==> src/sv/dsf_pkg.sv <==
`timescale 1ns / 1ps
// Package for the date span fee core: field widths, calendar constants,
// register indexes and the small arithmetic helpers. No dependencies.
package dsf_pkg;

  // Field widths.
  localparam int unsigned DayW    = 5;
  localparam int unsigned MonW    = 4;
  localparam int unsigned YearW   = 14;
  localparam int unsigned SpanW   = 22;
  localparam int unsigned CfgW    = 16;
  localparam int unsigned FeeW    = 38;
  localparam int unsigned CumW    = 9;

  // Calendar constants.
  localparam logic [YearW-1:0] YearMax     = 14'd9999;
  localparam logic [SpanW-1:0] DaysPerYear = 22'd365;
  localparam logic [MonW-1:0]  MonthsMax   = 4'd12;
  localparam logic [MonW-1:0]  LeapMonIdx  = 4'd2;

  // Reciprocal of 25 as 5243 / 2^17; exact for the operand range used here.
  localparam logic [25:0] Recip25 = 26'd5243;
  localparam int unsigned Recip25Sh = 17;

  // Register indexes on the configuration port.
  localparam logic CfgFreeDays  = 1'b0;
  localparam logic CfgRateCents = 1'b1;

  // Register reset values (3.50 per day is held as 350 cents).
  localparam logic [CfgW-1:0] FreeDaysRst  = 16'd2;
  localparam logic [CfgW-1:0] RateCentsRst = 16'd350;

  // Floor division by 25 of a 13-bit value through a constant multiply.
  function automatic logic [8:0] div25(input logic [12:0] q);
    logic [25:0] prod;
    prod = 26'(q) * Recip25;
    return prod[Recip25Sh +: 9];
  endfunction

  // Days of a common year before the first day of month index n (0..12).
  function automatic logic [CumW-1:0] cum_days(input logic [MonW-1:0] n);
    logic [CumW-1:0] r;
    unique case (n)
      4'd0:    r = 9'd0;
      4'd1:    r = 9'd31;
      4'd2:    r = 9'd59;
      4'd3:    r = 9'd90;
      4'd4:    r = 9'd120;
      4'd5:    r = 9'd151;
      4'd6:    r = 9'd181;
      4'd7:    r = 9'd212;
      4'd8:    r = 9'd243;
      4'd9:    r = 9'd273;
      4'd10:   r = 9'd304;
      4'd11:   r = 9'd334;
      4'd12:   r = 9'd365;
      default: r = 9'd0;
    endcase
    return r;
  endfunction

endpackage

==> src/sv/date_span_fee_core.sv <==
`timescale 1ns / 1ps
// Date span fee core: day count between two Gregorian dates and a fee.
// Depends on dsf_pkg for widths, calendar constants and helpers.
//
//  Channel   Ports                                     Handshake
//  --------  ----------------------------------------  ---------------------------
//  command   start_i, busy_o, first_*_i, second_*_i    taken when start_i && !busy_o
//  result    done_o, day_span_o, fee_due_o, fee_cents_o one-cycle strobe on done_o
//  config    cfg_we_i, cfg_idx_i, cfg_wdata_i          written when cfg_we_i
//
// A new transaction is taken in every cycle; busy_o is always low.
// done_o rises with each result, which passes through five register stages: input
// capture, year terms, day numbers, span and chargeable days, and the fee multiply.
// Reset clears the stage valid bits and loads free_days = 2, rate_cents = 350.
// The receiver cannot stall, so each result leaves in the order it was taken.
module date_span_fee_core
  import dsf_pkg::*;
(
  input  logic             clk_i,
  input  logic             rst_ni,
  input  logic             start_i,
  output logic             busy_o,
  input  logic [DayW-1:0]  first_day_i,
  input  logic [MonW-1:0]  first_month_i,
  input  logic [YearW-1:0] first_year_i,
  input  logic [DayW-1:0]  second_day_i,
  input  logic [MonW-1:0]  second_month_i,
  input  logic [YearW-1:0] second_year_i,
  input  logic             cfg_we_i,
  input  logic             cfg_idx_i,
  input  logic [CfgW-1:0]  cfg_wdata_i,
  output logic             done_o,
  output logic [SpanW-1:0] day_span_o,
  output logic             fee_due_o,
  output logic [FeeW-1:0]  fee_cents_o
);

  // Configuration registers.
  logic [CfgW-1:0] free_days_q, rate_cents_q;

  always_ff @(posedge clk_i or negedge rst_ni) begin
    if (!rst_ni) begin
      free_days_q  <= FreeDaysRst;
      rate_cents_q <= RateCentsRst;
    end else if (cfg_we_i) begin
      unique case (cfg_idx_i)
        CfgFreeDays:  free_days_q  <= cfg_wdata_i;
        CfgRateCents: rate_cents_q <= cfg_wdata_i;
        default:      free_days_q  <= free_days_q;
      endcase
    end
  end

  // The pipeline never holds off a transaction.
  assign busy_o = 1'b0;

  // Stage valid bits.
  logic s1_vld_q, s2_vld_q, s3_vld_q, s4_vld_q;

  always_ff @(posedge clk_i or negedge rst_ni) begin
    if (!rst_ni) begin
      s1_vld_q <= 1'b0;
      s2_vld_q <= 1'b0;
      s3_vld_q <= 1'b0;
      s4_vld_q <= 1'b0;
    end else begin
      s1_vld_q <= start_i && !busy_o;
      s2_vld_q <= s1_vld_q;
      s3_vld_q <= s2_vld_q;
      s4_vld_q <= s3_vld_q;
    end
  end

  // Per-date inputs gathered for the two identical date paths.
  logic [DayW-1:0]  in_day   [2];
  logic [MonW-1:0]  in_mon   [2];
  logic [YearW-1:0] in_year  [2];
  logic [SpanW-1:0] dnum_q   [2];

  assign in_day[0]  = first_day_i;
  assign in_mon[0]  = first_month_i;
  assign in_year[0] = first_year_i;
  assign in_day[1]  = second_day_i;
  assign in_mon[1]  = second_month_i;
  assign in_year[1] = second_year_i;

  for (genvar g = 0; g < 2; g++) begin : g_date
    logic [DayW-1:0]  day_q;
    logic [MonW-1:0]  mon_q;
    logic [YearW-1:0] year_q;

    // Stage 1: capture the date of an accepted transaction.
    always_ff @(posedge clk_i) begin
      if (start_i && !busy_o) begin
        day_q  <= in_day[g];
        mon_q  <= in_mon[g];
        year_q <= in_year[g];
      end
    end

    // Year terms: saturate, 365*y and the leap counts over [0, y).
    logic [YearW-1:0] ysat;
    logic [YearW:0]   y99, y399;
    logic [MonW-1:0]  nmon;
    logic [8:0]       div100a, div400a, div100y;

    always_comb begin
      ysat    = (year_q > YearMax) ? YearMax : year_q;
      y99     = {1'b0, ysat} + 15'd99;
      y399    = {1'b0, ysat} + 15'd399;
      div100a = div25(y99[14:2]);
      div400a = div25({2'b00, y399[14:4]});
      div100y = div25({1'b0, ysat[13:2]});
      if (mon_q == '0) begin
        nmon = '0;
      end else if (mon_q > MonthsMax) begin
        nmon = MonthsMax;
      end else begin
        nmon = mon_q - 4'd1;
      end
    end

    logic [SpanW-1:0] ybase_q;
    logic [YearW-1:0] ysat_q;
    logic [11:0]      q4a_q;
    logic [6:0]       d100a_q, q100_q;
    logic [4:0]       d400a_q;
    logic [MonW-1:0]  nmon_q;
    logic [DayW-1:0]  day2_q;

    // Stage 2 registers.
    always_ff @(posedge clk_i) begin
      ybase_q <= SpanW'(ysat) * DaysPerYear;
      ysat_q  <= ysat;
      q4a_q   <= 12'((({1'b0, ysat} + 15'd3) >> 2));
      d100a_q <= div100a[6:0];
      d400a_q <= div400a[4:0];
      q100_q  <= div100y[6:0];
      nmon_q  <= nmon;
      day2_q  <= day_q;
    end

    // Leap test of the date's own year, then the full day number.
    logic             c100, leap;
    logic [SpanW-1:0] dnum;

    always_comb begin
      c100 = (ysat_q == (14'(q100_q) * 14'd100));
      leap = (ysat_q[1:0] == 2'b00) && (!c100 || (q100_q[1:0] == 2'b00));
      dnum = ybase_q + SpanW'(q4a_q) - SpanW'(d100a_q) + SpanW'(d400a_q)
           + SpanW'(cum_days(nmon_q))
           + SpanW'(leap && (nmon_q >= LeapMonIdx))
           + SpanW'(day2_q);
    end

    // Stage 3 register.
    always_ff @(posedge clk_i) begin
      dnum_q[g] <= dnum;
    end
  end

  // Absolute span and the chargeable day count.
  logic [SpanW-1:0] span, charge;
  logic             due;

  always_comb begin
    span   = (dnum_q[0] > dnum_q[1]) ? dnum_q[0] - dnum_q[1] : dnum_q[1] - dnum_q[0];
    due    = span > SpanW'(free_days_q);
    charge = due ? span - SpanW'(free_days_q) : '0;
  end

  logic [SpanW-1:0] span_q, charge_q;
  logic             due_q;

  // Stage 4 registers.
  always_ff @(posedge clk_i) begin
    span_q   <= span;
    due_q    <= due;
    charge_q <= charge;
  end

  // Output register: fee multiply and the result strobe.
  always_ff @(posedge clk_i) begin
    day_span_o  <= span_q;
    fee_due_o   <= due_q;
    fee_cents_o <= FeeW'(charge_q) * FeeW'(rate_cents_q);
  end

  always_ff @(posedge clk_i or negedge rst_ni) begin
    if (!rst_ni) begin
      done_o <= 1'b0;
    end else begin
      done_o <= s4_vld_q;
    end
  end

`ifndef SYNTHESIS
  // A result follows every accepted transaction.
  a_latency: assert property (@(posedge clk_i) disable iff (!rst_ni)
    (start_i && !busy_o) |-> ##5 done_o)
    else $error("result strobe missing after accepted transaction");

  // No fee is reported unless a fee is due.
  a_fee_zero: assert property (@(posedge clk_i) disable iff (!rst_ni)
    (done_o && !fee_due_o) |-> (fee_cents_o == '0))
    else $error("fee reported while none is due");

  // A due fee implies a nonzero span.
  a_span_nz: assert property (@(posedge clk_i) disable iff (!rst_ni)
    (done_o && fee_due_o) |-> (day_span_o != '0))
    else $error("fee due on an empty span");

  // Every strobe traces back to an accepted transaction.
  a_no_spurious: assert property (@(posedge clk_i) disable iff (!rst_ni)
    $rose(done_o) |-> $past(start_i && !busy_o, 5))
    else $error("result strobe without a transaction");
`endif

endmodule

==> config.mk <==
export PLATFORM = sky130hd
export DESIGN_NAME = date_span_fee_core
export DESIGN_NICKNAME = d
export VERILOG_FILES = /design/src/sv/dsf_pkg.sv /design/src/sv/date_span_fee_core.sv
export SDC_FILE = /design/constraint.sdc
export NUM_CORES = 2
export LEC_CHECK = 0
export BUFFER_PORTS_ARGS = -buffer_cell sky130_fd_sc_hd__buf_2
export CAP_MARGIN = 20
export CORE_MARGIN = 2
export CORE_UTILIZATION = 60
export DETAILED_ROUTE_END_ITERATION = 10
export GPL_ROUTABILITY_DRIVEN = 0
export PLACE_DENSITY = 0.8
export SYNTH_ARGS = -nofsm -noshare
export SYNTH_HDL_FRONTEND = slang
export SYNTH_SLANG_ARGS = --single-unit
export TNS_END_PERCENT = 30
==> constraint.sdc <==
create_clock -name clk_i -period 9 [get_ports clk_i]
set_input_delay 0.9 -clock clk_i [delete_from_list [all_inputs] [get_ports clk_i]]
set_output_delay 0.9 -clock clk_i [all_outputs]
set_load 0.01 [all_outputs]
### After elaboration in Yosys (flattened, before gate mapping)

Memory sizes are Yosys's and may differ from the RTL's.
Cells that the tools add are included.

| cells by class | value |
|---|---|
| mux-type cells | 5 |
| add/sub/neg operators | 23 |
| reductions and logical operators | 18 |
| order comparisons | 8 |
| bitwise gates (word level) | 1 |
| multipliers | 11 |
| equality and inequality tests | 2 |

Operators with widths:

| operator | count |
|---|---|
| $add 22x5->22 | 4 |
| $mul 12x13->24 const B | 2 |
| $mul 13x13->24 const B | 2 |
| $add 22x1->22 | 2 |
| $add 22x12->22 | 2 |
| $add 22x9->22 | 2 |
| $mul 11x13->22 const B | 2 |
| $mul 14x9->22 const B | 2 |
| $sub 22x22->22 | 2 |
| $sub 22x7->22 | 2 |
| $mul 22x16->38 | 1 |
| $add 14x7->15 const B | 2 |
| $add 14x9->15 const B | 2 |
| $add 14x2->14 const B | 2 |
| $eq 14x14->1 | 2 |
| $gt 14x14->1 const B | 2 |
| $mux 14 | 2 |
| $mul 7x5->12 const B | 2 |
| $gt 22x16->1 | 1 |
| $gt 22x22->1 | 1 |
| $mux 22 | 1 |
| $sub 22x16->22 | 1 |
| $ge 4x2->1 const B | 2 |
| $gt 4x4->1 const B | 2 |
| other kinds (10) | 23 |

| storage, ports and cells | value |
|---|---|
| bits in writable memories | 44 |
| memory bits (read-only) | 288 |
| flip-flop bits (word level) | 341 |
| memories kept | 3 |

Memory list:

| memory | depth | width | rd ports | clocked after Yosys merged registers in | write ports | line | source |
|---|---|---|---|---|---|---|---|
| (name not given) | 16 | 9 | 1 | 0 | 0 | dsf_pkg.sv:43 | `unique case (n)` |
| (name not given) | 16 | 9 | 1 | 0 | 0 | dsf_pkg.sv:43 |  |
| dnum_q | 2 | 22 | 2 | 0 | 2 | date_span_fee_core.sv:78 | `logic [SpanW-1:0] dnum_q [2];` |

### Longest topological paths before layout

| depth | value |
|---|---|
| depth after elaboration | 8 |
| depth in mapped cells | 34 |
| depth with buffers taken out | 32 |

### Worst setup path after synthesis

Ideal clock, no wire load.

| path | value |
|---|---|
| path kind | register to register |
| from | register g_date[0].year_q[7] |
| to | register g_date[0].d100a_q[6] |
| stages on the path, launching flop included | 33 |
| clock period less this slack | 7.268 ns |
| required time | 8.879 ns |
| slack | 1.732 ns |
| data arrival time | 7.148 ns |
| cells stage by stage | edfxtp_1 buf_2 nor4_1 o21ai_0 nand2_1 and2_1 clkbuf_1 inv_1 ha_1 o31ai_1 and3_1 nand3_1 xnor2_1 inv_1 fa_1 inv_1 ha_1 fa_1 fa_1 inv_1 fa_1 inv_1 ha_1 a21o_1 a21oi_1 o21ai_0 a21oi_1 nor2b_1 o21a_1 o21a_1 o41ai_1 o21bai_1 xnor2_1 |

| on the way | value |
|---|---|
| word-level cells in the longest chain between the ends | 4 |

RTL lines:

| element | line | source |
|---|---|---|
| start, declared | date_span_fee_core.sv:90 | `logic [YearW-1:0] year_q;` |
| start signal, assigned | date_span_fee_core.sv:97 | `year_q <= in_year[g];` |
| $gt 14x14->1 | date_span_fee_core.sv:108 | `ysat = (year_q > YearMax) ? YearMax : year_q;` |
| $mux 14 | date_span_fee_core.sv:108 |  |
| via g_date[0].ysat[5] | date_span_fee_core.sv:102 | `logic [YearW-1:0] ysat;` |
| $add 14x7->15 | date_span_fee_core.sv:109 | `y99 = {1'b0, ysat} + 15'd99;` |
| $mul 13x13->24 | dsf_pkg.sv:36 | `prod = 26'(q) * Recip25;` |
| via g_date[0].div100a[6] | date_span_fee_core.sv:105 | `logic [8:0] div100a, div400a, div100y;` |
| end signal, assigned | date_span_fee_core.sv:136 | `d100a_q <= div100a[6:0];` |
| end, declared | date_span_fee_core.sv:126 | `logic [6:0] d100a_q, q100_q;` |

The timed path passes the listed nets, and every way through them passes these cells.
A chain may end at the register's enable or synchronous reset.

### Worst setup path in the final report

| path | value |
|---|---|
| from | register g_date[0].year_q[6] |
| to | register g_date[0].d100a_q[6] |

| on the way | value |
|---|---|
| word-level cells in the longest chain between the ends | 4 |

RTL lines:

| element | line |
|---|---|
| $gt 14x14->1 | date_span_fee_core.sv:108 |
| $mux 14 (*) | date_span_fee_core.sv:108 |
| $add 14x7->15 (*) | date_span_fee_core.sv:109 |
| $mul 13x13->24 (*) | dsf_pkg.sv:36 |
| via g_date[0].div100a[6] | date_span_fee_core.sv:105 |

The timed path passes the listed nets; every way through them passes the cells marked *.

==> metrics.yaml <==
status: "finished clean"
ctsHtreeMaxLevel: 2
worst_ep_arrival_time_ns: 8.70
crit_type: "reg2reg"
grt_pass1_wl_um: 184100
cts_root_buf: "clkbuf_16"
grt_overflow_total: 0
syn_area_per_cell_um2: 9.607
vias_per_cell: 5.459
dr_total_vias: 34900
wl_um: 109400
synth_top_area_share: 0.2787
crit_start: "g_date[0].year_q[6]"
hold_viol_final: 0
clkTransAtPathRegs_ns: 0.06
cts_buffers: 46
critPathCaptureType: "flip-flop"
worst_r2r_path_depth: 30
critPathMaxFanout: 17
hold_start: "span_q[17]"
cts_setup_buffers: 0
nets: 6948
finalCritPeriodShare: 0.9156
crit_path_start_kind: "flip-flop"
pin_count: 130
async_reset_ff_frac: 0.09711
cp_slowest_cell: "fa_1"
cts_hold_buf: 0
cts-resized-gates: 0
syn-num-nets: 6860
portBuffers: 128
seq_area_um2: 8282
netlist_instances: 5196
min_path_cells: 0
grt_max_degree: 48
drive_gt1_frac: 0.05675
multiInputGateArea_um2: 36630
finalSetupTns_ns: 0
grt.total_usage: 0.2653
syn-cell-area_um2: 49920
nFillCells: 6316
slew_headroom: 0.3285
fp.dieH_um: 292.4
clock_sinks: 381
max_freq_ghz: 0.1214
finalCriticalPeriod_ns: 8.240
dp_hpwl_um: 91270
yosys_warnings: 0
antenna_cells: 0
synth_edf_count: 46
finalSetupViolations: 0
clk_latency_ns: 0.61
cts_tree: "done"
drv_cap: 0
crit_required_ns: 9.46
min_to: "day_span_o[17]"
crit_buf_inv: 5
worstMarginPinSlew_ns: 1.005
r2r_setup_slack_ns: 0.76
area_growth_pct: 6.778
path_delay_family: "adder cells"
rr_startpoint: "g_date[0].year_q[6]"
clock_path_buffers: 3
wl_per_cell_um: 17.12
yosys.area.top_type: "fa_1"
cp_common_cell: "inv_1"
rsz0062_at_grt: "false"
synthTopCellsByArea: "fa_1 28%, ha_1 23%, dfxtp_1 12%"
start_util: 0.6070
grt_pass1_vias: 37450
fin_skew_ns: 0.05151
max_stage_delay_ns: 0.57
drtAntennaViolNets: 0
die-area_um2: 85520
first_pass_iters: 6
die_w_um: 292.4
post-route-drc-count: 0
layout_common_cells: "1218 x inv_1, 902 x ha_1, 695 x fa_1"
row_count: 105
core_area_um2: 82240
ys.flop_type: "dfxtp_1"
drt_iter0_drc: 2133
synth_seq_cells: 381
synth.distinct_cells: 86
grt_antenna_before_repair: 0
worst_r2r_endpoint: "g_date[0].d100a_q[6]"
ys_seq_area_frac: 0.1659
hp-class: "reg2reg"
final_common_cell: "inv_1"
maxSlewViolCount: 0
==> worst max-delay path by stage <==
stage                                       to  slack [ns]  depth (start not counted)
after floorplan           g_date[0].d100a_q[6]        1.73                         32
after global placement    g_date[0].d100a_q[6]        1.13                         30
after detailed placement  g_date[0].d100a_q[6]        0.94                         32
after CTS                 g_date[0].d100a_q[6]        0.89                         30
after global routing      g_date[0].d100a_q[6]        0.07                         32
final                     g_date[0].d100a_q[6]        0.76                         30
==> per-stage QoR <==
step                std cells  area, µm²  setup WS (ns)  hold slack [ns]    util
global route             6392      53300        0.06509           0.3332  0.6481
finish                   6392      53300         0.7600           0.3281  0.6481
global placement         6305      51610          1.130           0.3132  0.6275
detailed placement       6305      51610         0.9383           0.3135  0.6275
CTS                      6391      53280         0.8876           0.3285  0.6479
floorplan                5196      49920          1.732           0.3096       -
==> area by class of cell <==
| cell class | instances | share of cell area |
|---|---|---|
| Multi-Input combinational cell | 3488 | 0.6872 |
| Sequential cell | 381 | 0.1554 |
| Inverter | 1219 | 0.08585 |
| Tap cell | 1070 | 0.02512 |
| Clock buffer | 59 | 0.02484 |
| Timing Repair Buffer | 148 | 0.01498 |
| Clock inverter | 27 | 0.006667 |
==> cells in the mapped netlist (7+ instances only) <==
master,n
nor2b_1,37
nor2_1,183
o31a_1,9
o31ai_1,8
buf_2,16
and3_1,25
clkbuf_1,86
o21bai_1,16
a21oi_1,158
and2_1,154
mux2i_1,11
edfxtp_1,46
a211oi_1,20
o211ai_1,10
inv_1,1218
nor3_1,71
xor2_1,68
dfrtp_1,30
o21ai_0,116
a21o_1,69
a41o_1,7
nand2_1,358
nand2b_1,38
mux2_2,23
a2111oi_0,9
or3_1,20
dfxtp_1,298
o21a_1,42
a21boi_0,7
a31oi_1,15
xnor2_1,212
or2_2,17
nand4_1,22
a41oi_1,7
ha_1,902
fa_1,695
nor4_1,9
dfstp_2,7
nand3_1,60
==> metal layers <==
layer  GRT usage  part of all wire  up-vias
met2      0.4687              0.49      978
met3     0.03695             0.056      232
met1      0.3360              0.42    17130
li1            -                 -    16550
met4     0.08393             0.033        0
met5           0                 0        -
==> flip-flops by register name, summed over array words and instances (netlist names), 14 cells and up <==
signal and flops:
dnum_q 44, charge_q 22, g_date.ysat_q 28, g_date.d100a_q 14, g_date.ybase_q 40, fee_cents_o 38, g_date.q4a_q 24, g_date.q100_q 14
day_span_o 22, rate_cents_q 16, span_q 22, free_days_q 16, g_date.year_q 28
==> kinds of logic (layout without fill, tap and decap cells) <==
family                     Yosys count  in the layout  share of synthesized area
DFF                                381            381                     0.1659
and+or+nand+nor                   1016           1016                    0.09803
muxes                               35             35                   0.007670
buffers and inverters             1327           1453                     0.1006
AOI/OAI and AO/OA                  557            557                    0.07292
xor gates and xnor gates           282            282                    0.05001
other                                1              1                 0.00007513
adders and majority gates         1597           1597                     0.5048
Power is left out: the tool's default activity adds up to more than one toggle a clock period on the data nets, which glitch-free logic cannot reach.
